### src/design/ccpp_pkg.sv
// Shared types, codes and decode helpers for the constant pool parser.
// Used by ccpp_parser, ccpp_emitter and class_constant_pool_parser_unit.
`timescale 1ns / 1ps

package ccpp_pkg;

  // Result kinds
  localparam logic [2:0] KIND_ENTRY = 3'd0;
  localparam logic [2:0] KIND_UBYTE = 3'd1;
  localparam logic [2:0] KIND_CONT  = 3'd2;
  localparam logic [2:0] KIND_DONE  = 3'd3;
  localparam logic [2:0] KIND_ERR   = 3'd4;

  // Error codes
  localparam logic [1:0] ERR_NONE     = 2'd0;
  localparam logic [1:0] ERR_BAD_TAG  = 2'd1;
  localparam logic [1:0] ERR_LAST_TWO = 2'd2;

  // Constant pool tags
  localparam logic [7:0] TAG_UTF8       = 8'd1;
  localparam logic [7:0] TAG_INTEGER    = 8'd3;
  localparam logic [7:0] TAG_FLOAT      = 8'd4;
  localparam logic [7:0] TAG_LONG       = 8'd5;
  localparam logic [7:0] TAG_DOUBLE     = 8'd6;
  localparam logic [7:0] TAG_CLASS      = 8'd7;
  localparam logic [7:0] TAG_STRING     = 8'd8;
  localparam logic [7:0] TAG_FIELDREF   = 8'd9;
  localparam logic [7:0] TAG_METHODREF  = 8'd10;
  localparam logic [7:0] TAG_IMETHODREF = 8'd11;
  localparam logic [7:0] TAG_NAMETYPE   = 8'd12;

  // Results per input beat at most
  localparam int unsigned MAX_RES = 3;

  // Parse phases, one-hot
  typedef enum logic [6:0] {
    PH_WAIT   = 7'b0000001,
    PH_COUNT  = 7'b0000010,
    PH_TAG    = 7'b0000100,
    PH_FIELDS = 7'b0001000,
    PH_ULEN   = 7'b0010000,
    PH_UBYTES = 7'b0100000,
    PH_DONE   = 7'b1000000
  } phase_t;

  typedef struct packed {
    logic [2:0]  kind;
    logic [15:0] index;
    logic [7:0]  tag;
    logic [31:0] first_value;
    logic [31:0] second_value;
    logic [15:0] lop;
    logic [7:0]  data;
    logic [1:0]  err;
  } res_t;

  // All results caused by one input beat; cnt of zero means empty
  typedef struct packed {
    logic [1:0]             cnt;
    res_t [MAX_RES-1:0]     res;
  } grp_t;

  // Fixed field bytes after a tag; zero for Utf8 and unknown tags
  function automatic logic [3:0] fixed_len(input logic [7:0] tag);
    logic [3:0] len;
    len = 4'd0;
    if (tag == TAG_CLASS || tag == TAG_STRING) begin
      len = 4'd2;
    end else if (tag == TAG_INTEGER || tag == TAG_FLOAT || tag == TAG_FIELDREF ||
                 tag == TAG_METHODREF || tag == TAG_IMETHODREF ||
                 tag == TAG_NAMETYPE) begin
      len = 4'd4;
    end else if (tag == TAG_LONG || tag == TAG_DOUBLE) begin
      len = 4'd8;
    end
    return len;
  endfunction

  function automatic logic is_two_slot(input logic [7:0] tag);
    return (tag == TAG_LONG) || (tag == TAG_DOUBLE);
  endfunction

  // Byte at which the second word starts
  function automatic logic [2:0] split_at(input logic [7:0] tag);
    logic [2:0] s;
    s = 3'd4;
    if (tag == TAG_FIELDREF || tag == TAG_METHODREF || tag == TAG_IMETHODREF ||
        tag == TAG_NAMETYPE) begin
      s = 3'd2;
    end
    return s;
  endfunction

  function automatic res_t mk_res(input logic [2:0] kind, input logic [15:0] index,
                                  input logic [7:0] tag, input logic [31:0] v1,
                                  input logic [31:0] v2, input logic [15:0] lop,
                                  input logic [7:0] data, input logic [1:0] err);
    res_t r;
    r.kind         = kind;
    r.index        = index;
    r.tag          = tag;
    r.first_value  = v1;
    r.second_value = v2;
    r.lop          = lop;
    r.data         = data;
    r.err          = err;
    return r;
  endfunction

endpackage

### src/design/ccpp_parser.sv
// Byte parser: holds the parse state and turns one input beat into a group
// of up to three results, registered. Depends on ccpp_pkg.
`timescale 1ns / 1ps

module ccpp_parser (
  input  logic           clk,
  input  logic           rst_n,
  input  logic           in_valid,
  output logic           in_ready,
  input  logic [7:0]     in_byte,
  input  logic           in_start,
  output logic           grp_valid,
  output ccpp_pkg::grp_t grp,
  input  logic           grp_take
);

  ccpp_pkg::phase_t phase_r, phase_nxt;
  logic [15:0] pool_r, pool_nxt;
  logic [15:0] slot_r, slot_nxt;
  logic [7:0]  tag_r, tag_nxt;
  logic [2:0]  fcnt_r, fcnt_nxt;
  logic [31:0] w1_r, w1_nxt;
  logic [31:0] w2_r, w2_nxt;
  logic [15:0] urem_r, urem_nxt;

  ccpp_pkg::grp_t grp_r, grp_nxt;
  logic           grp_valid_r;

  logic       in_fire;
  logic       adv;
  logic [1:0] adv_w;
  logic [3:0] tag_len;
  logic [3:0] cur_len;
  logic       tag_ok;

  assign in_ready  = !grp_valid_r || grp_take;
  assign in_fire   = in_valid && in_ready;
  assign grp_valid = grp_valid_r;
  assign grp       = grp_r;

  assign tag_len = ccpp_pkg::fixed_len(in_byte);
  assign tag_ok  = (tag_len != 4'd0) || (in_byte == ccpp_pkg::TAG_UTF8);
  assign cur_len = ccpp_pkg::fixed_len(tag_r);

  // Next state and the results this beat causes
  always_comb begin
    phase_nxt = phase_r;
    pool_nxt  = pool_r;
    slot_nxt  = slot_r;
    tag_nxt   = tag_r;
    fcnt_nxt  = fcnt_r;
    w1_nxt    = w1_r;
    w2_nxt    = w2_r;
    urem_nxt  = urem_r;
    grp_nxt   = '0;
    adv       = 1'b0;
    adv_w     = 2'd1;

    if (in_start) begin
      // Restart on the high count byte
      phase_nxt = ccpp_pkg::PH_COUNT;
      pool_nxt  = {in_byte, 8'h00};
      slot_nxt  = 16'd1;
      tag_nxt   = 8'd0;
      fcnt_nxt  = 3'd0;
      w1_nxt    = 32'd0;
      w2_nxt    = 32'd0;
      urem_nxt  = 16'd0;
    end else begin
      unique case (phase_r)
        ccpp_pkg::PH_COUNT: begin
          pool_nxt = {pool_r[15:8], in_byte};
          slot_nxt = 16'd1;
          if (pool_nxt <= 16'd1) begin
            grp_nxt.res[grp_nxt.cnt] = ccpp_pkg::mk_res(ccpp_pkg::KIND_DONE, pool_nxt,
                8'd0, 32'd0, 32'd0, 16'd0, 8'd0, ccpp_pkg::ERR_NONE);
            grp_nxt.cnt = grp_nxt.cnt + 2'd1;
            phase_nxt = ccpp_pkg::PH_DONE;
          end else begin
            phase_nxt = ccpp_pkg::PH_TAG;
          end
        end
        ccpp_pkg::PH_TAG: begin
          tag_nxt  = in_byte;
          fcnt_nxt = 3'd0;
          w1_nxt   = 32'd0;
          w2_nxt   = 32'd0;
          if (!tag_ok) begin
            grp_nxt.res[grp_nxt.cnt] = ccpp_pkg::mk_res(ccpp_pkg::KIND_ERR, slot_r,
                in_byte, 32'd0, 32'd0, 16'd0, 8'd0, ccpp_pkg::ERR_BAD_TAG);
            grp_nxt.cnt = grp_nxt.cnt + 2'd1;
            phase_nxt = ccpp_pkg::PH_DONE;
          end else if (ccpp_pkg::is_two_slot(in_byte) &&
                       ({1'b0, slot_r} + 17'd1 >= {1'b0, pool_r})) begin
            // Long or double cannot sit in the final slot
            grp_nxt.res[grp_nxt.cnt] = ccpp_pkg::mk_res(ccpp_pkg::KIND_ERR, slot_r,
                in_byte, 32'd0, 32'd0, 16'd0, 8'd0, ccpp_pkg::ERR_LAST_TWO);
            grp_nxt.cnt = grp_nxt.cnt + 2'd1;
            phase_nxt = ccpp_pkg::PH_DONE;
          end else if (in_byte == ccpp_pkg::TAG_UTF8) begin
            phase_nxt = ccpp_pkg::PH_ULEN;
          end else begin
            phase_nxt = ccpp_pkg::PH_FIELDS;
          end
        end
        ccpp_pkg::PH_FIELDS: begin
          if (fcnt_r < ccpp_pkg::split_at(tag_r)) begin
            w1_nxt = {w1_r[23:0], in_byte};
          end else begin
            w2_nxt = {w2_r[23:0], in_byte};
          end
          if ({1'b0, fcnt_r} + 4'd1 >= cur_len) begin
            grp_nxt.res[grp_nxt.cnt] = ccpp_pkg::mk_res(ccpp_pkg::KIND_ENTRY, slot_r,
                tag_r, w1_nxt, w2_nxt, 16'd0, 8'd0, ccpp_pkg::ERR_NONE);
            grp_nxt.cnt = grp_nxt.cnt + 2'd1;
            adv = 1'b1;
            if (ccpp_pkg::is_two_slot(tag_r)) begin
              grp_nxt.res[grp_nxt.cnt] = ccpp_pkg::mk_res(ccpp_pkg::KIND_CONT,
                  slot_r + 16'd1, tag_r, 32'd0, 32'd0, 16'd0, 8'd0, ccpp_pkg::ERR_NONE);
              grp_nxt.cnt = grp_nxt.cnt + 2'd1;
              adv_w = 2'd2;
            end
          end else begin
            fcnt_nxt = fcnt_r + 3'd1;
          end
        end
        ccpp_pkg::PH_ULEN: begin
          // Length collects in the low half of the first word
          w1_nxt = {16'd0, w1_r[7:0], in_byte};
          if (fcnt_r == 3'd0) begin
            fcnt_nxt = 3'd1;
          end else begin
            urem_nxt = w1_nxt[15:0];
            if (w1_nxt[15:0] == 16'd0) begin
              grp_nxt.res[grp_nxt.cnt] = ccpp_pkg::mk_res(ccpp_pkg::KIND_ENTRY, slot_r,
                  tag_r, 32'd0, 32'd0, 16'd0, 8'd0, ccpp_pkg::ERR_NONE);
              grp_nxt.cnt = grp_nxt.cnt + 2'd1;
              adv = 1'b1;
            end else begin
              phase_nxt = ccpp_pkg::PH_UBYTES;
            end
          end
        end
        ccpp_pkg::PH_UBYTES: begin
          grp_nxt.res[grp_nxt.cnt] = ccpp_pkg::mk_res(ccpp_pkg::KIND_UBYTE, slot_r,
              tag_r, 32'd0, 32'd0, w1_r[15:0] - urem_r, in_byte, ccpp_pkg::ERR_NONE);
          grp_nxt.cnt = grp_nxt.cnt + 2'd1;
          urem_nxt = urem_r - 16'd1;
          if (urem_nxt == 16'd0) begin
            grp_nxt.res[grp_nxt.cnt] = ccpp_pkg::mk_res(ccpp_pkg::KIND_ENTRY, slot_r,
                tag_r, 32'd0, 32'd0, w1_r[15:0], 8'd0, ccpp_pkg::ERR_NONE);
            grp_nxt.cnt = grp_nxt.cnt + 2'd1;
            adv = 1'b1;
          end
        end
        default: begin
          // Waiting for a count or done: drop the beat
        end
      endcase

      // Step past the finished entry; close the pool at the end
      if (adv) begin
        slot_nxt = slot_r + {14'd0, adv_w};
        if (slot_nxt >= pool_r) begin
          grp_nxt.res[grp_nxt.cnt] = ccpp_pkg::mk_res(ccpp_pkg::KIND_DONE, pool_r,
              8'd0, 32'd0, 32'd0, 16'd0, 8'd0, ccpp_pkg::ERR_NONE);
          grp_nxt.cnt = grp_nxt.cnt + 2'd1;
          phase_nxt = ccpp_pkg::PH_DONE;
        end else begin
          phase_nxt = ccpp_pkg::PH_TAG;
        end
      end
    end
  end

  // Advance parse state on each accepted beat
  always_ff @(posedge clk) begin
    if (!rst_n) begin
      phase_r <= ccpp_pkg::PH_WAIT;
      pool_r  <= 16'd0;
      slot_r  <= 16'd1;
      tag_r   <= 8'd0;
      fcnt_r  <= 3'd0;
      w1_r    <= 32'd0;
      w2_r    <= 32'd0;
      urem_r  <= 16'd0;
    end else if (in_fire) begin
      phase_r <= phase_nxt;
      pool_r  <= pool_nxt;
      slot_r  <= slot_nxt;
      tag_r   <= tag_nxt;
      fcnt_r  <= fcnt_nxt;
      w1_r    <= w1_nxt;
      w2_r    <= w2_nxt;
      urem_r  <= urem_nxt;
    end
  end

  // Hold the result group until the emitter takes it
  always_ff @(posedge clk) begin
    if (!rst_n) begin
      grp_valid_r <= 1'b0;
    end else if (in_fire) begin
      grp_valid_r <= (grp_nxt.cnt != 2'd0);
    end else if (grp_take) begin
      grp_valid_r <= 1'b0;
    end
  end

  always_ff @(posedge clk) begin
    if (in_fire) begin
      grp_r <= grp_nxt;
    end
  end

  // A start beat always lands in the count phase
  a_start_count: assert property (@(posedge clk) disable iff (!rst_n)
    (in_fire && in_start) |=> (phase_r == ccpp_pkg::PH_COUNT))
    else $error("start beat did not enter count phase");

  // Once done, plain beats produce nothing
  a_done_silent: assert property (@(posedge clk) disable iff (!rst_n)
    (in_fire && !in_start && phase_r == ccpp_pkg::PH_DONE) |=> !grp_valid_r)
    else $error("beat after completion produced results");

  // A held group is never empty
  a_grp_nonempty: assert property (@(posedge clk) disable iff (!rst_n)
    grp_valid_r |-> (grp_r.cnt != 2'd0))
    else $error("empty result group held");

endmodule

### src/design/ccpp_emitter.sv
// Output stage: takes one result group and hands its results out one beat
// at a time, marking the last. Depends on ccpp_pkg.
`timescale 1ns / 1ps

module ccpp_emitter (
  input  logic           clk,
  input  logic           rst_n,
  input  logic           grp_valid,
  input  ccpp_pkg::grp_t grp,
  output logic           grp_take,
  output logic           out_valid,
  input  logic           out_ready,
  output ccpp_pkg::res_t out_res,
  output logic           out_last
);

  ccpp_pkg::grp_t cur_r;
  logic           cur_valid_r;
  logic [1:0]     idx_r;
  logic           out_fire;

  assign out_valid = cur_valid_r;
  assign out_res   = cur_r.res[idx_r];
  assign out_last  = (idx_r == cur_r.cnt - 2'd1);
  assign out_fire  = out_valid && out_ready;
  assign grp_take  = !cur_valid_r || (out_fire && out_last);

  // Load a new group when the current one is finished
  always_ff @(posedge clk) begin
    if (!rst_n) begin
      cur_valid_r <= 1'b0;
      idx_r       <= 2'd0;
    end else if (grp_take) begin
      cur_valid_r <= grp_valid;
      idx_r       <= 2'd0;
    end else if (out_fire) begin
      idx_r <= idx_r + 2'd1;
    end
  end

  always_ff @(posedge clk) begin
    if (grp_take) begin
      cur_r <= grp;
    end
  end

  // The read position stays inside the group
  a_idx_in_range: assert property (@(posedge clk) disable iff (!rst_n)
    out_valid |-> (idx_r < cur_r.cnt))
    else $error("result index beyond group");

  // A stalled beat keeps its place in the group
  a_stall_hold: assert property (@(posedge clk) disable iff (!rst_n)
    (out_valid && !out_ready) |=> (out_valid && $stable(idx_r)))
    else $error("stalled result moved");

  // Pool complete is always the last result of its group
  a_done_last: assert property (@(posedge clk) disable iff (!rst_n)
    (out_valid && out_res.kind == ccpp_pkg::KIND_DONE) |-> out_last)
    else $error("pool complete not last in group");

endmodule

### src/design/class_constant_pool_parser_unit.sv
// Class-file constant pool parser, top level: stream ports around the parser
// and the output stage. Depends on ccpp_pkg, ccpp_parser and ccpp_emitter.
//
// Feed the class file one byte per beat, starting at the pool count with
// in_tuser high on the first count byte (that restarts the parser at any
// time). A byte is taken every cycle while the output is ready and each byte
// yields at most one result; a byte that yields two or three results (a
// finished long/double, the last Utf8 byte, an entry that ends the pool) holds
// the output port while they go out one by one, and the input stalls once the
// one-group buffer between the parser register and the output register is full.
// Results are registered in the parser and again in the output stage. After
// pool complete or an error, bytes are accepted and dropped until the next start.
`timescale 1ns / 1ps

module class_constant_pool_parser_unit (
  input  logic         clk,
  input  logic         rst_n,
  input  logic         in_tvalid,
  output logic         in_tready,
  input  logic [7:0]   in_tdata,   // [7:0] data_byte
  input  logic         in_tuser,   // [0] start_of_pool
  output logic         out_tvalid,
  input  logic         out_tready,
  output logic [119:0] out_tdata,  // [15:0] entry_index, [23:16] entry_tag,
                                   // [55:24] first_value, [87:56] second_value,
                                   // [103:88] utf8_length_or_position,
                                   // [111:104] utf8_data, [113:112] error_code
  output logic [2:0]   out_tuser,  // [2:0] result_kind
  output logic         out_tlast   // last_of_run
);

  ccpp_pkg::grp_t grp;
  ccpp_pkg::res_t res;
  logic           grp_valid;
  logic           grp_take;

  ccpp_parser u_parser (
    .clk       (clk),
    .rst_n     (rst_n),
    .in_valid  (in_tvalid),
    .in_ready  (in_tready),
    .in_byte   (in_tdata),
    .in_start  (in_tuser),
    .grp_valid (grp_valid),
    .grp       (grp),
    .grp_take  (grp_take)
  );

  ccpp_emitter u_emitter (
    .clk       (clk),
    .rst_n     (rst_n),
    .grp_valid (grp_valid),
    .grp       (grp),
    .grp_take  (grp_take),
    .out_valid (out_tvalid),
    .out_ready (out_tready),
    .out_res   (res),
    .out_last  (out_tlast)
  );

  // Pack the result beat
  assign out_tuser = res.kind;
  assign out_tdata = {6'd0, res.err, res.data, res.lop, res.second_value,
                      res.first_value, res.tag, res.index};

endmodule

### config.mk
export PLATFORM = sky130hd
export DESIGN_NAME = class_constant_pool_parser_unit
export DESIGN_NICKNAME = d
export VERILOG_FILES = /design/src/design/ccpp_pkg.sv /design/src/design/ccpp_parser.sv /design/src/design/ccpp_emitter.sv /design/src/design/class_constant_pool_parser_unit.sv
export SDC_FILE = /design/constraint.sdc
export NUM_CORES = 1
export LEC_CHECK = 0
export BUFFER_PORTS_ARGS = -buffer_cell sky130_fd_sc_hd__buf_4
export CAP_MARGIN = 5
export CORE_MARGIN = 10
export CORE_UTILIZATION = 61
export CTS_CLUSTER_DIAMETER = 30
export DETAILED_ROUTE_END_ITERATION = 8
export PLACE_DENSITY = 0.8
export SLEW_MARGIN = 10
export SYNTH_ARGS = -nofsm -noshare
export SYNTH_HDL_FRONTEND = slang
export SYNTH_SLANG_ARGS = --single-unit
### constraint.sdc
create_clock -name clk -period 10.35 [get_ports clk]
set_input_delay 0.5175 -clock clk [delete_from_list [all_inputs] [get_ports clk]]
set_output_delay 0.5175 -clock clk [all_outputs]
set_load 0.03 [all_outputs]
## Word-level counts from Yosys, hierarchy flattened

Index checks and enable logic that the tools add are counted.

- Register bits after elaboration: 840
- Input port bits: 13
- Output and inout bits: 126
- Word-level logic and storage cells: 246

- $add $sub $neg: 10
- Magnitude comparators: 8
- Equal/unequal tests: 32
- Muxes and demuxes: 80
- Bitwise logic cells: 3
- Reduce and logical (&&, ||, !) cells: 51

Operators with widths:

| operator | count |
|---|---|
| two-way mux 353 bit | 3 |
| two-way mux 117 bit | 7 |
| case mux 117 bit (5 select lines) | 1 |
| bitwise mux 351 bit | 1 |
| binary-select mux 117 bit (select 2 bit) | 1 |
| demux 117 bit (select 2 bit) | 1 |
| two-way mux 234 bit | 1 |
| case mux 117 bit (2 select lines) | 1 |
| two-way mux 116 bit | 2 |
| two-way mux 114 bit | 2 |
| two-way mux 32 bit | 4 |
| two-way mux 16 bit | 6 |
| case mux 32 bit (3 select lines) | 1 |
| equality test 8 x 4 -> 1 bit (second input constant) | 10 |
| equality test 8 x 3 -> 1 bit (second input constant) | 8 |
| case mux 32 bit (2 select lines) | 1 |
| two-way mux 7 bit | 8 |
| logical NOT 16 bit | 2 |
| case mux 16 bit (2 select lines) | 1 |
| two-way mux 4 bit | 6 |
| two-way mux 8 bit | 3 |
| case mux 7 bit (3 select lines) | 1 |
| logical OR 1 bit | 20 |
| two-way mux 2 bit | 9 |
| other kinds (46) | 84 |

## Logic depth before layout (Yosys ltp)

Gate-level depths: netlist of the first run.

- Depth after elaboration: 23
- Depth in mapped cells: 28
- Gate-level depth less buffers: 24

## Cells and area by module

Synthesis of the first run repeated with hierarchy kept, for this count alone.

- Cell total of the unflattened synthesis: 2581
- Area total of the unflattened synthesis: 30471.7 µm²

By module, submodules not included:

| module | times used | cells an instance | area each (µm²) | sequential area each (µm²) |
|---|---|---|---|---|
| ccpp_parser | 1 | 1809 | 17186.5 | 7967.6 |
| ccpp_emitter | 1 | 765 | 13236.4 | 10660.2 |
| class_constant_pool_parser_unit | 1 | 7 | 48.8 | 0.0 |

## Worst setup path after synthesis of the first run

Ideal clock, no wire load.

- Path kind: register -> register
- Start point: reg u_emitter.cur_r[352] in the netlist's numbering
- End point: reg u_parser.urem_r[9]
- Setup time: 0.128 ns
- Arrival: 7.813 ns
- Required time: 10.222 ns
- Path slack: 2.409 ns
- Stages on the path, launching flop included: 10
- Path buffers: 1
- Clock period less this slack: 7.941 ns
- Cell sequence: edfxtp_1 > xnor2_1 > mux2i_1 > a211o_1 > nand2_1 > inv_2 > buf_1 > o31ai_1 > a2bb2oi_1 > nor2_1

- Cells in the longest elaborated chain, start to end: 7

RTL lines:

| element | line | text |
|---|---|---|
| start, declared | ccpp_emitter.sv:17 | `ccpp_pkg::grp_t cur_r;` |
| start signal, assigned | ccpp_emitter.sv:43 | `cur_r <= grp;` |
| subtractor 2 x 1 -> 2 bit | ccpp_emitter.sv:24 | `assign out_last = (idx_r == cur_r.cnt - 2'd1);` |
| equality test 2 bit | ccpp_emitter.sv:24 |  |
| net out_tlast | class_constant_pool_parser_unit.sv:29 | `output logic out_tlast` |
| logical AND 1 bit | ccpp_emitter.sv:26 | `assign grp_take = !cur_valid_r \|\| (out_fire && out_last);` |
| logical OR 1 bit | ccpp_emitter.sv:26 |  |
| logical OR 1 bit | ccpp_parser.sv:36 | `assign in_ready = !grp_valid_r \|\| grp_take;` |
| net in_tready | class_constant_pool_parser_unit.sv:19 | `output logic in_tready,` |
| logical AND 1 bit | ccpp_parser.sv:37 | `assign in_fire = in_valid && in_ready;` |
| net u_parser.in_fire | ccpp_parser.sv:29 | `logic in_fire;` |
| AND reduction 3 bit (no source line) | n/a |  |
| end signal, assigned | ccpp_parser.sv:195 | `urem_r <= urem_nxt;` |
| end, declared | ccpp_parser.sv:24 | `logic [15:0] urem_r, urem_nxt;` |

The timed path passes the listed nets, and every way through them passes these cells.
A chain may end at the register's enable or synchronous reset.

## Final worst setup path of the first run

- Start point: reg u_parser.tag_r[7]
- End point: reg u_parser.grp_r (netlist bit u_parser.grp[60]), data pin

- Cells in the longest elaborated chain, start to end: 19
- Elaborated cells between the ends (all ways): 52
- Classes of those cells: 1 x add/sub; 5 x order compare; 10 x eq/ne; 25 x mux; 11 x reduce/logical

RTL lines:

| element | line | text |
|---|---|---|
| start, declared | ccpp_parser.sv:20 | `logic [7:0] tag_r, tag_nxt;` |
| start signal, assigned | ccpp_parser.sv:191 | `tag_r <= tag_nxt;` |
| branches (longest 18 deep; another with greater-or-equal comparator 4 bit) | n/a |  |
| two-way mux 353 bit (*) | ccpp_parser.sv:162 | `if (adv) begin` |
| end signal, assigned | ccpp_parser.sv:212 | `grp_r <= grp_nxt;` |
| end, declared | ccpp_parser.sv:26 | `ccpp_pkg::grp_t grp_r, grp_nxt;` |

Every way passes the cells marked *. The select of a mux whose other input is x is not followed.

==> results of run 1 <==
-- critical path, stage by stage (launching register included) --
cell,delay [ns]
dfxtp_1,0.35
nor4_1,0.68
nand3_1,0.26
ha_1,0.38
nand2_1,0.05
o21ai_0,0.20
nand2_1,0.09
or2_2,0.44
inv_1,0.45
fa_1,0.36
nand3_1,0.14
nor2_1,0.32
nand3_1,0.33
nor3_1,0.28
xor2_1,0.12
ha_1,0.34
nand3_1,0.07
nor2_1,0.15
nand4_1,0.16
o31ai_2,0.49
inv_1,0.21
o31ai_4,0.38
or2_4,0.18
buf_4,0.83
a21oi_1,0.11
-- through the flow --
step,setup WS [ns],cells,hold slack (ns)
after floorplan,2.409,2005,0.4003
after global placement,3.192,2483,0.4005
after detailed placement,2.796,2483,0.4045
after CTS,2.774,2652,0.2323
after global routing,2.054,2653,0.2531
final,2.626,2653,0.2568
-- per-layer routing --
layer | wire [um] | up-vias | GRT usage
li1 | - | 7451 | -
met1 | 23580 | 7936 | 0.3280
met2 | 26840 | 730 | 0.3908
met3 | 4589 | 100 | 0.05235
met4 | 1418 | 0 | 0.09921
met5 | 0 | - | 0
-- cell families after synthesis --
family,after synthesis
other cells,1
compound gates,414
simple gates,726
xor+xnor,53
mux,57
flops,490
buf+inv,196
fa+ha+maj,63
-- cell usage in the layout, fill, tap and decap left out, drive strengths merged, types with 5 or more instances in the layout --
cell type  instances
clkinv            29
nor4              14
o211ai             6
or2                7
a22o              41
a211oi            11
a21oi            133
xnor2             31
or3                5
nor3              36
dfxtp            134
a2111oi            5
ha                61
nand2            218
clkinvlp          11
a211o              5
clkbuf           109
o21a               9
nor2             208
bufinv            11
xor2              22
edfxtp           356
nor2b             13
o31ai             11
and3              12
nand4             12
a22oi             97
nand3             33
buf              148
nand2b             6
and2             138
inv               67
o22ai              8
conb               6
o21ai             53
mux2i             55
a31oi              9
-- flip-flops by register name (all words and copies together), names as in the netlist, 2 cells and up --
signal / cells
u_parser.pool_r: 16
u_parser.phase_r: 7
u_emitter.cur_r: 178
u_parser.w1_r: 32
u_emitter.idx_r: 2
u_parser.tag_r: 8
u_parser.grp: 178
u_parser.fcnt_r: 3
u_parser.slot_r: 16
u_parser.urem_r: 16
u_parser.w2_r: 32
-- where the power goes --
part	internal, mW	total, mW	switching, mW
clock network	1.94	2.96	1.02
logic	0.0686	0.221	0.152
registers	2.15	2.18	0.0221
total	4.16	5.35	1.19
-- path summary, 6_finish.rpt --
check / start / to / slack [ns]
max reg2reg: u_parser.tag_r[7]$_SDFFE_PN0P_ / u_parser.grp[60]$_SDFFCE_PP0P_ / 2.63
max: u_parser.tag_r[7]$_SDFFE_PN0P_ / u_parser.grp[60]$_SDFFCE_PP0P_ / 2.63
min reg2reg: u_parser.grp[71]$_SDFFCE_PP0P_ / u_emitter.cur_r[71]$_DFFE_PP_ / 0.40
min: rst_n / u_parser.phase_r[0]$_SDFFE_PN1P_ / 0.26
-- area by class of cell --
type	instances	area, um2	area share
Sequential cell	490	13380	0.4980
Multi-Input combinational cell	1319	8437	0.3141
Clock buffer	109	2395	0.08917
Timing Repair Buffer	148	1111	0.04137
Clock inverter	60	721.9	0.02688
Tap cell	468	585.6	0.02180
Inverter	58	229.0	0.008526
Antenna cell	1	2.502	0.00009317
==> out/results.tsv, run 1 <==
metric	value	unit
Post-CTS Hold Fix Bufs	0	
# setup viols final	0	
Hold Crit Depth	2	
Root Buffer	clkbuf_16	
count leader, synth	edfxtp_1	
Synth async-reset ratio	0	
slew margin rel.	0.2275	
Cell variety after synth	82	
number of nets still failing antenna checks after routing	0	
TritonCTS Sinks	490	
pin count of the biggest net entering global routing	110	
Max Cap Violations	0	
drt wl/cell	21.27	um
die height	212.7	um
TritonCTS buffer count	90	
die footprint	0.04526	mm2
clock buffer depth	3	
sequential fraction of the synthesis area	0.5901	
Mapped Cells	2000	
depth of the CTS H-tree	3	
Final Hold Viols	0	
combinational family with the most area after synthesis	simple AND/OR/NAND/NOR gates	
drt drc	0	
Clk pin slew, worst setup/hold paths	0.05	ns
area leader, netlist	edfxtp_1	
Initial Utilization	0.6190	
worst min-delay path category	in -> reg	
RSZ-0062 raised after global routing	no	
post-synthesis compound-gate area fraction	0.1328	
post-cts gate resize count	0	
Starting DRT DRC Count	1832	
total power	5.355	mW
final WL	56430	um
# rows	70	
GPL Wtd Cong	0.9146	
required time worst endpoint	10.66	ns
vias per inst	6.113	
Congestion Overflow GR	0	
Synth-to-Final Area Change	18.51	%
DR pass1 iterations	6	
run status	complete, no violations	
Total Neg Setup Slack	0	ns
xor and xnor area share after synthesis	0.02048	
Die Wd	212.7	um
register bit total from synthesis	490	
placed cell area	0.02374	mm2
initial antenna violation count	1	
fmax	0.1295	GHz
worst skew pair latency	0.62	ns
final net count	2183	
post-layout util	0.7336	
Synth Area in Simple Gates	0.1554	
Commonest cells post-synth	edfxtp_1, nand2_1, nor2_1, and2_1, dfxtp_1	
R2R cell count	24	
post-route cell area	0.02686	mm2
total track usage	0.2474	
IO Port Bufs	132	
vias in the first global route	16050	
DR vias	16220	
Period minus WS final	7.724	ns
share of cells above drive strength 1	0.1832	
predominant post-synthesis flop cell	edfxtp_1	
skew final	0.02892	ns
first-pass GRT wire length	88440	um
Final Cycle Share	0.7463	
power density over cell area	199.4	mW/mm2
post-CTS setup buffer count	0	
CP startpoint kind	register	
area share of the leading cell type in the synthesized netlist	0.4717	
Pleak	10.07	nW
synth top area cells	edfxtp_1, dfxtp_1, and2_1	
Synth Cell Area	0.02266	mm2
Ys Warns	0	
Setup CP Type	reg -> reg	
core area	0.03661	mm2
filler instances	2432	
critical path fanouts, max	64	
EDFF count, synth	356	
post-synthesis mux area share	0.02529	
mean area per synthesized cell	11.33	um2
fin. max-slew vios	0	
Final HPWL DP	35110	um
Adder-Cell Fraction of Synth Area	0.03545	
IO Pins	139	
Worst Max-Slew Pin Slew	1.151	ns
CTS tree	done	
Crit path arrival time	8.03	ns
Max VDD drop	0.1664	mV
Crit. End Element	register	
(Power assumes the default switching activity.)
==> run 2, diff against run 1 <==
--- a/config.mk
+++ b/config.mk
@@ -5,13 +5,14 @@
 export SDC_FILE = /design/constraint.sdc
 export NUM_CORES = 1
 export LEC_CHECK = 0
+export ABC_AREA = 1
 export BUFFER_PORTS_ARGS = -buffer_cell sky130_fd_sc_hd__buf_4
 export CAP_MARGIN = 5
 export CORE_MARGIN = 10
-export CORE_UTILIZATION = 61
+export CORE_UTILIZATION = 55
 export CTS_CLUSTER_DIAMETER = 30
 export DETAILED_ROUTE_END_ITERATION = 8
-export PLACE_DENSITY = 0.8
+export PLACE_DENSITY = 0.76
 export SLEW_MARGIN = 10
 export SYNTH_ARGS = -nofsm -noshare
 export SYNTH_HDL_FRONTEND = slang
==> constraint.sdc (replaced) <==
create_clock -name clk -period 6.7 [get_ports clk]
set_input_delay 0.335 -clock clk [delete_from_list [all_inputs] [get_ports clk]]
set_output_delay 0.335 -clock clk [all_outputs]
set_load 0.03 [all_outputs]
==> run 2 against run 1 <==
  * First-iteration DRC count grew 16%
  * Worst hold slack got worse by 0.23 ns
  * Sequential power is 57% higher
  * Worst setup slack worse by 2.1 ns
  * Utilization is 6.0 points lower
  * Largest power group unchanged
  * Sequential share of layout area is 1.4 points lower
  * Critical endpoint is now u_parser.grp[208]$_SDFFCE_PP0P_
==> out/results.tsv, run 2 <==
metric	value	unit
run status	complete, no violations	
clock buffer depth	3	
GPL Wtd Cong	0.9697	
most frequent cells in the layout	nand2_1, nor2_1, edfxtp_1	
DR pass1 iterations	5	
Commonest cells post-synth	nand2_1, nor2_1, edfxtp_1, o21ai_0, inv_1	
combinational family with the most area after synthesis	simple AND/OR/NAND/NOR gates	
TritonCTS buffer count	96	
fin. max-slew vios	0	
Cell variety after synth	53	
initial antenna violation count	1	
Root Buffer	clkbuf_16	
commonest non-fill, non-tap cell in the layout	nand2_1	
Synth async-reset ratio	0	
post-synthesis mux area share	0.003491	
Crit. End Element	register	
worst skew pair latency	0.63	ns
Setup CP Type	reg -> reg	
area leader, netlist	edfxtp_1	
power density over cell area	326.4	mW/mm2
post-CTS setup buffer count	0	
Max VDD drop	0.2183	mV
Period minus WS final	6.168	ns
Congestion Overflow GR	0	
skew final	0.03041	ns
# rows	74	
Worst Setup SP	u_parser.tag_r[0]$_SDFFE_PN0P_	
Final Non-Filler Cells	3180	
die footprint	0.05028	mm2
CTS tree	done	
Post-CTS Hold Fix Bufs	0	
Max Cap Violations	0	
drt wl/cell	20.92	um
area share of the leading cell type in the synthesized netlist	0.4660	
Clk pin slew, worst setup/hold paths	0.05	ns
EDFF count, synth	356	
Synth Cell Area	0.02294	mm2
Ys Warns	0	
Pleak	11.31	nW
slew margin rel.	0.2215	
count leader, synth	nand2_1	
Synth Area in Simple Gates	0.1835	
Critical R2R Launch	u_parser.tag_r[0]$_SDFFE_PN0P_	
final net count	2641	
mean area per synthesized cell	9.390	um2
number of nets still failing antenna checks after routing	0	
Crit path arrival time	6.49	ns
placed cell area	0.02418	mm2
fmax	0.1621	GHz
IO Pins	139	
vias per inst	5.809	
Die Wd	224.2	um
setup ws final	0.5315	ns
total track usage	0.2594	
Mapped Cells	2443	
sequential fraction of the synthesis area	0.5829	
final WL	66530	um
required time worst endpoint	7.02	ns
CP peak stage delay	0.44	ns
share of cells above drive strength 1	0.1428	
xor and xnor area share after synthesis	0.01527	
Worst Max-Slew Pin Slew	1.168	ns
Final HPWL DP	43830	um
post-route cell area	0.02763	mm2
die height	224.2	um
Buf/Inv on CP	7	
worst min-delay path category	in -> reg	
vias in the first global route	17950	
drt drc	0	
DP Worst Slack	0.5595	ns
Final Hold Viols	0	
DR vias	18470	
Placed Cells	2998	
Hold WS	0.02823	ns
Top cell by count, worst path	nor2_1	
core area	0.04102	mm2
critical path fanouts, max	19	
synth top area cells	edfxtp_1, dfxtp_1, nand2_1	
# setup viols final	0	
predominant post-synthesis flop cell	edfxtp_1	
TritonCTS Sinks	490	
Adder-Cell Fraction of Synth Area	0.03501	
Final Cycle Share	0.9207	
hold wc startpoint	in_tvalid	
filler instances	3100	
CP startpoint kind	register	
slowest CP cell	fa_1	
post-synthesis compound-gate area fraction	0.1187	
pin count of the biggest net entering global routing	121	
register bit total from synthesis	490	
IO Port Bufs	132	
Starting DRT DRC Count	2123	
first-pass GRT wire length	102300	um
Initial Utilization	0.5593	
delay-heaviest family, CP	simple AND/OR/NAND/NOR gates	
depth of the CTS H-tree	3	
Synth-to-Final Area Change	20.43	%
-- run 2: cell count changes in the layout (fill, tap and decap cells not counted), moves of 47 or more --
cell and delta:
inv_1 +146, nand2_1 +223, a22oi_1 -91, nor2_1 +179, o21ai_0 +189, a21oi_2 -62
mux2i_1 -47, a21oi_1 +79, and2_1 -138, nand3_1 +55
-- run 2: logic make-up (layout without fill, tap and decap cells) --
logic type / after synthesis / after routing
xor gates and xnor gates: 40 / 40
adders and majority gates: 63 / 63
other: 1 / 7
and+or+nand+nor: 1005 / 1005
muxes: 8 / 8
buffers and inverters: 343 / 542
AOI/OAI and AO/OA: 493 / 493
DFF: 490 / 490
-- run 2: worst paths after layout --
path,slack (ns),cells after the start,endpoint
max,0.53,35,u_parser.grp[208]$_SDFFCE_PP0P_
min,0.03,3,u_parser.grp_valid$_SDFFE_PN0P_
max reg2reg,0.53,35,u_parser.grp[208]$_SDFFCE_PP0P_
min reg2reg,0.41,0,u_emitter.cur_r[130]$_DFFE_PP_
-- run 2: where the power goes --
group | total (mW) | internal, mW | switching (mW) | leakage [nW]
combinational | 0.616 | 0.175 | 0.441 | 4.71
clock | 4.98 | 3.34 | 1.63 | 1.66
sequential | 3.42 | 3.36 | 0.0624 | 4.94
total | 9.02 | 6.88 | 2.14 | 11.3
-- run 2: worst register-to-register path: cells and delay by family, from the launching register on --
kind | cells | cell delay (ns)
flops | 1 | 0.35
simple gates | 21 | 2.76
buf+inv | 7 | 0.70
compound gates | 2 | 0.67
xor+xnor | 1 | 0.16
fa+ha+maj | 4 | 1.25
-- run 2: area by class of cell --
type | count | area, um2 | share of cell area
antenna | 1 | 2.502 | 0.00009058
sequential | 490 | 13380 | 0.4842
inverter | 214 | 815.8 | 0.02953
tap | 532 | 665.6 | 0.02409
clock buffer | 122 | 2643 | 0.09565
multi-input combinational | 1615 | 8219 | 0.2975
timing repair buffer | 148 | 1140 | 0.04126
clock inverter | 58 | 765.7 | 0.02772
-- run 2: repair_timing --
action | 4_1_cts | 5_1_grt
hold endpoints to repair | 0 | 0
setup endpoints to repair | 0 | 45
gates resized for setup | 0 | 3
-- run 2: stage by stage --
| step | util | setup TNS, ns | total power [mW] |
|---|---|---|---|
| 2_1_floorplan | - | 0 | 3.877 |
| 6_report | 0.6736 | 0 | 9.017 |
| 4_1_cts | 0.6726 | 0 | 9.031 |
| 5_1_grt | 0.6735 | -0.002293 | 9.264 |
| 3_5_place_dp | 0.5895 | 0 | 4.076 |
| 3_3_place_gp | 0.5895 | 0 | 4.066 |
-- run 2: layer usage --
| layer | share of wire | vias up | global-route usage |
|---|---|---|---|
| li1 | - | 8556 | - |
| met1 | 0.41 | 8794 | 0.3438 |
| met2 | 0.46 | 961 | 0.4083 |
| met3 | 0.10 | 161 | 0.05934 |
| met4 | 0.032 | 0 | 0.1009 |
| met5 | 0 | - | 0 |
==> run 3, diff against run 2 <==
--- a/config.mk
+++ b/config.mk
@@ -13,6 +13,7 @@
 export CTS_CLUSTER_DIAMETER = 30
 export DETAILED_ROUTE_END_ITERATION = 8
 export PLACE_DENSITY = 0.76
+export REMOVE_ABC_BUFFERS = 1
 export SLEW_MARGIN = 10
 export SYNTH_ARGS = -nofsm -noshare
 export SYNTH_HDL_FRONTEND = slang
==> run 3 against run 2 <==
  * Critical path depth unchanged
  * Clock-buffer cell count down 14
  * Via count down 1.4%
  * Power down 5.0%
  * Clock skew up 0.0040 ns
  * Register-to-register slack better by 0.02 ns
  * Clock power down 8.6%
  * Critical endpoint is now u_parser.grp[67]$_SDFFCE_PP0P_
  * Highest routed layer unchanged
==> out/results.tsv, run 3 (synthesis results as in run 2) <==
metric	value	unit
run status	complete, no violations	
power density over cell area	312.4	mW/mm2
post-layout util	0.6687	
post-route cell area	0.02743	mm2
P_int	6.421	mW
diode count	0	
Comb pwr share	0.070	
depth of the CTS H-tree	3	
fmax	0.1627	GHz
Post-CTS Hold Fix Bufs	0	
Seq pwr share	0.399	
Max VDD drop	0.1941	mV
initial antenna violation count	0	
slew margin rel.	0.2419	
Initial Utilization	0.5593	
vias in the first global route	17740	
Top cell by count, worst path	nor2_1	
DP Worst Slack	0.4948	ns
Hold Crit Depth	3	
required time worst endpoint	7.05	ns
clock buffer depth	3	
number of nets still failing antenna checks after routing	0	
# rows	74	
drt wl/cell	19.37	um
GPL Wtd Cong	0.9544	
TritonCTS Sinks	490	
Final Cycle Share	0.9175	
Final Non-Filler Cells	3180	
CP peak stage delay	0.43	ns
IO Port Bufs	132	
final net count	2643	
Root Buffer	clkbuf_16	
commonest non-fill, non-tap cell in the layout	nand2_1	
slowest CP cell	fa_1	
die footprint	0.05028	mm2
R2R cell count	35	
worst skew pair latency	0.63	ns
first-pass GRT wire length	96150	um
Crit path arrival time	6.49	ns
TritonCTS buffer count	93	
most frequent cells in the layout	nand2_1, nor2_1, edfxtp_1	
Max Cap Violations	0	
Starting DRT DRC Count	1895	
drt drc	0	
Pleak	11.17	nW
Period minus WS final	6.147	ns
critical path fanouts, max	26	
Crit. End Element	register	
pin count of the biggest net entering global routing	118	
Worst Max-Slew Pin Slew	1.133	ns
Sw Share	0.2508	
Setup CP Type	reg -> reg	
Congestion Overflow GR	0	
share of cells above drive strength 1	0.1427	
Die Wd	224.2	um
skew final	0.03439	ns
placed cell area	0.02423	mm2
Clk pin slew, worst setup/hold paths	0.05	ns
setup ws final	0.5528	ns
CTS tree	done	
core area	0.04102	mm2
fin. max-slew vios	0	
final WL	61590	um
Placed Cells	3001	
Final Hold Viols	0	
DR pass1 iterations	6	
total track usage	0.2400	
die height	224.2	um
Synth-to-Final Area Change	19.56	%
DR vias	18220	
worst min-delay path category	in -> reg	
# setup viols final	0	
total net switching power	2.149	mW
Clk network pwr share	0.531	
IO Pins	139	
vias per inst	5.728	
CP startpoint kind	register	
Final HPWL DP	40270	um
run 3: cell count changes in the layout (fill, tap and decap cells not counted), moves of 2 or more:
cell	before	now
bufinv_16	14	6
inv_16	1	3
clkinv_4	4	11
clkinv_2	15	8
clkbuf_1	14	11
inv_1	201	199
clkbuf_16	98	93
buf_4	145	149
clkbuf_8	10	4
clkinvlp_4	7	17
clkinv_1	5	11
run 3: final timing paths:
| kind | startpoint | end | slack [ns] |
|---|---|---|---|
| max reg2reg | u_parser.tag_r[0]$_SDFFE_PN0P_ | u_parser.grp[67]$_SDFFCE_PP0P_ | 0.55 |
| min | in_tvalid | u_parser.grp_valid$_SDFFE_PN0P_ | 0.03 |
| min reg2reg | u_parser.grp[109]$_SDFFCE_PP0P_ | u_emitter.cur_r[109]$_DFFE_PP_ | 0.40 |
| max | u_parser.tag_r[0]$_SDFFE_PN0P_ | u_parser.grp[67]$_SDFFCE_PP0P_ | 0.55 |
run 3: layer usage:
layer,up-vias,track usage,share of wire
met5,-,0,0
li1,8560,-,-
met1,8685,0.3128,0.41
met2,827,0.3882,0.46
met3,144,0.04723,0.090
met4,0,0.09717,0.032
run 3: layout make-up:
type	count	area, um2
Clock buffer	108	2424
Clock inverter	68	726.9
Fill cell	3130	13590
Inverter	214	819.5
Multi-Input combinational cell	1615	8210
Sequential cell	490	13380
Tap cell	532	665.6
Timing Repair Buffer	153	1206
run 3: stage by stage:
stage / TNS (ns) / hold slack (ns) / power [mW]
floorplan: -3.211 / 0.4003 / 3.861
global placement: 0 / 0.4016 / 4.047
detailed placement: 0 / 0.4045 / 4.063
CTS: 0 / 0.006376 / 8.612
global route: -0.02797 / 0.03288 / 8.849
finish: 0 / 0.02697 / 8.570
run 3: power by group through the flow:
stage                     combinational, mW  sequential (mW)  clock, mW
after floorplan                       0.408             3.45          0
after global placement                0.581             3.47          0
after detailed placement              0.591             3.47          0
after CTS                             0.597             3.42       4.60
after global routing                  0.668             3.42       4.76
final                                 0.603             3.42       4.55
run 3: timing repair:
item,4_1_cts,5_1_grt
setup buffers,0,2
setup endpoints to repair,0,112
resized for setup,0,2
run 3: worst max-delay path: cells and delay by family, from the launching register on:
kind | cells | cell delay [ns]
xor+xnor | 1 | 0.15
flops | 1 | 0.34
compound gates | 1 | 0.27
simple gates | 22 | 3.12
fa+ha+maj | 4 | 1.21
buf+inv | 7 | 0.74
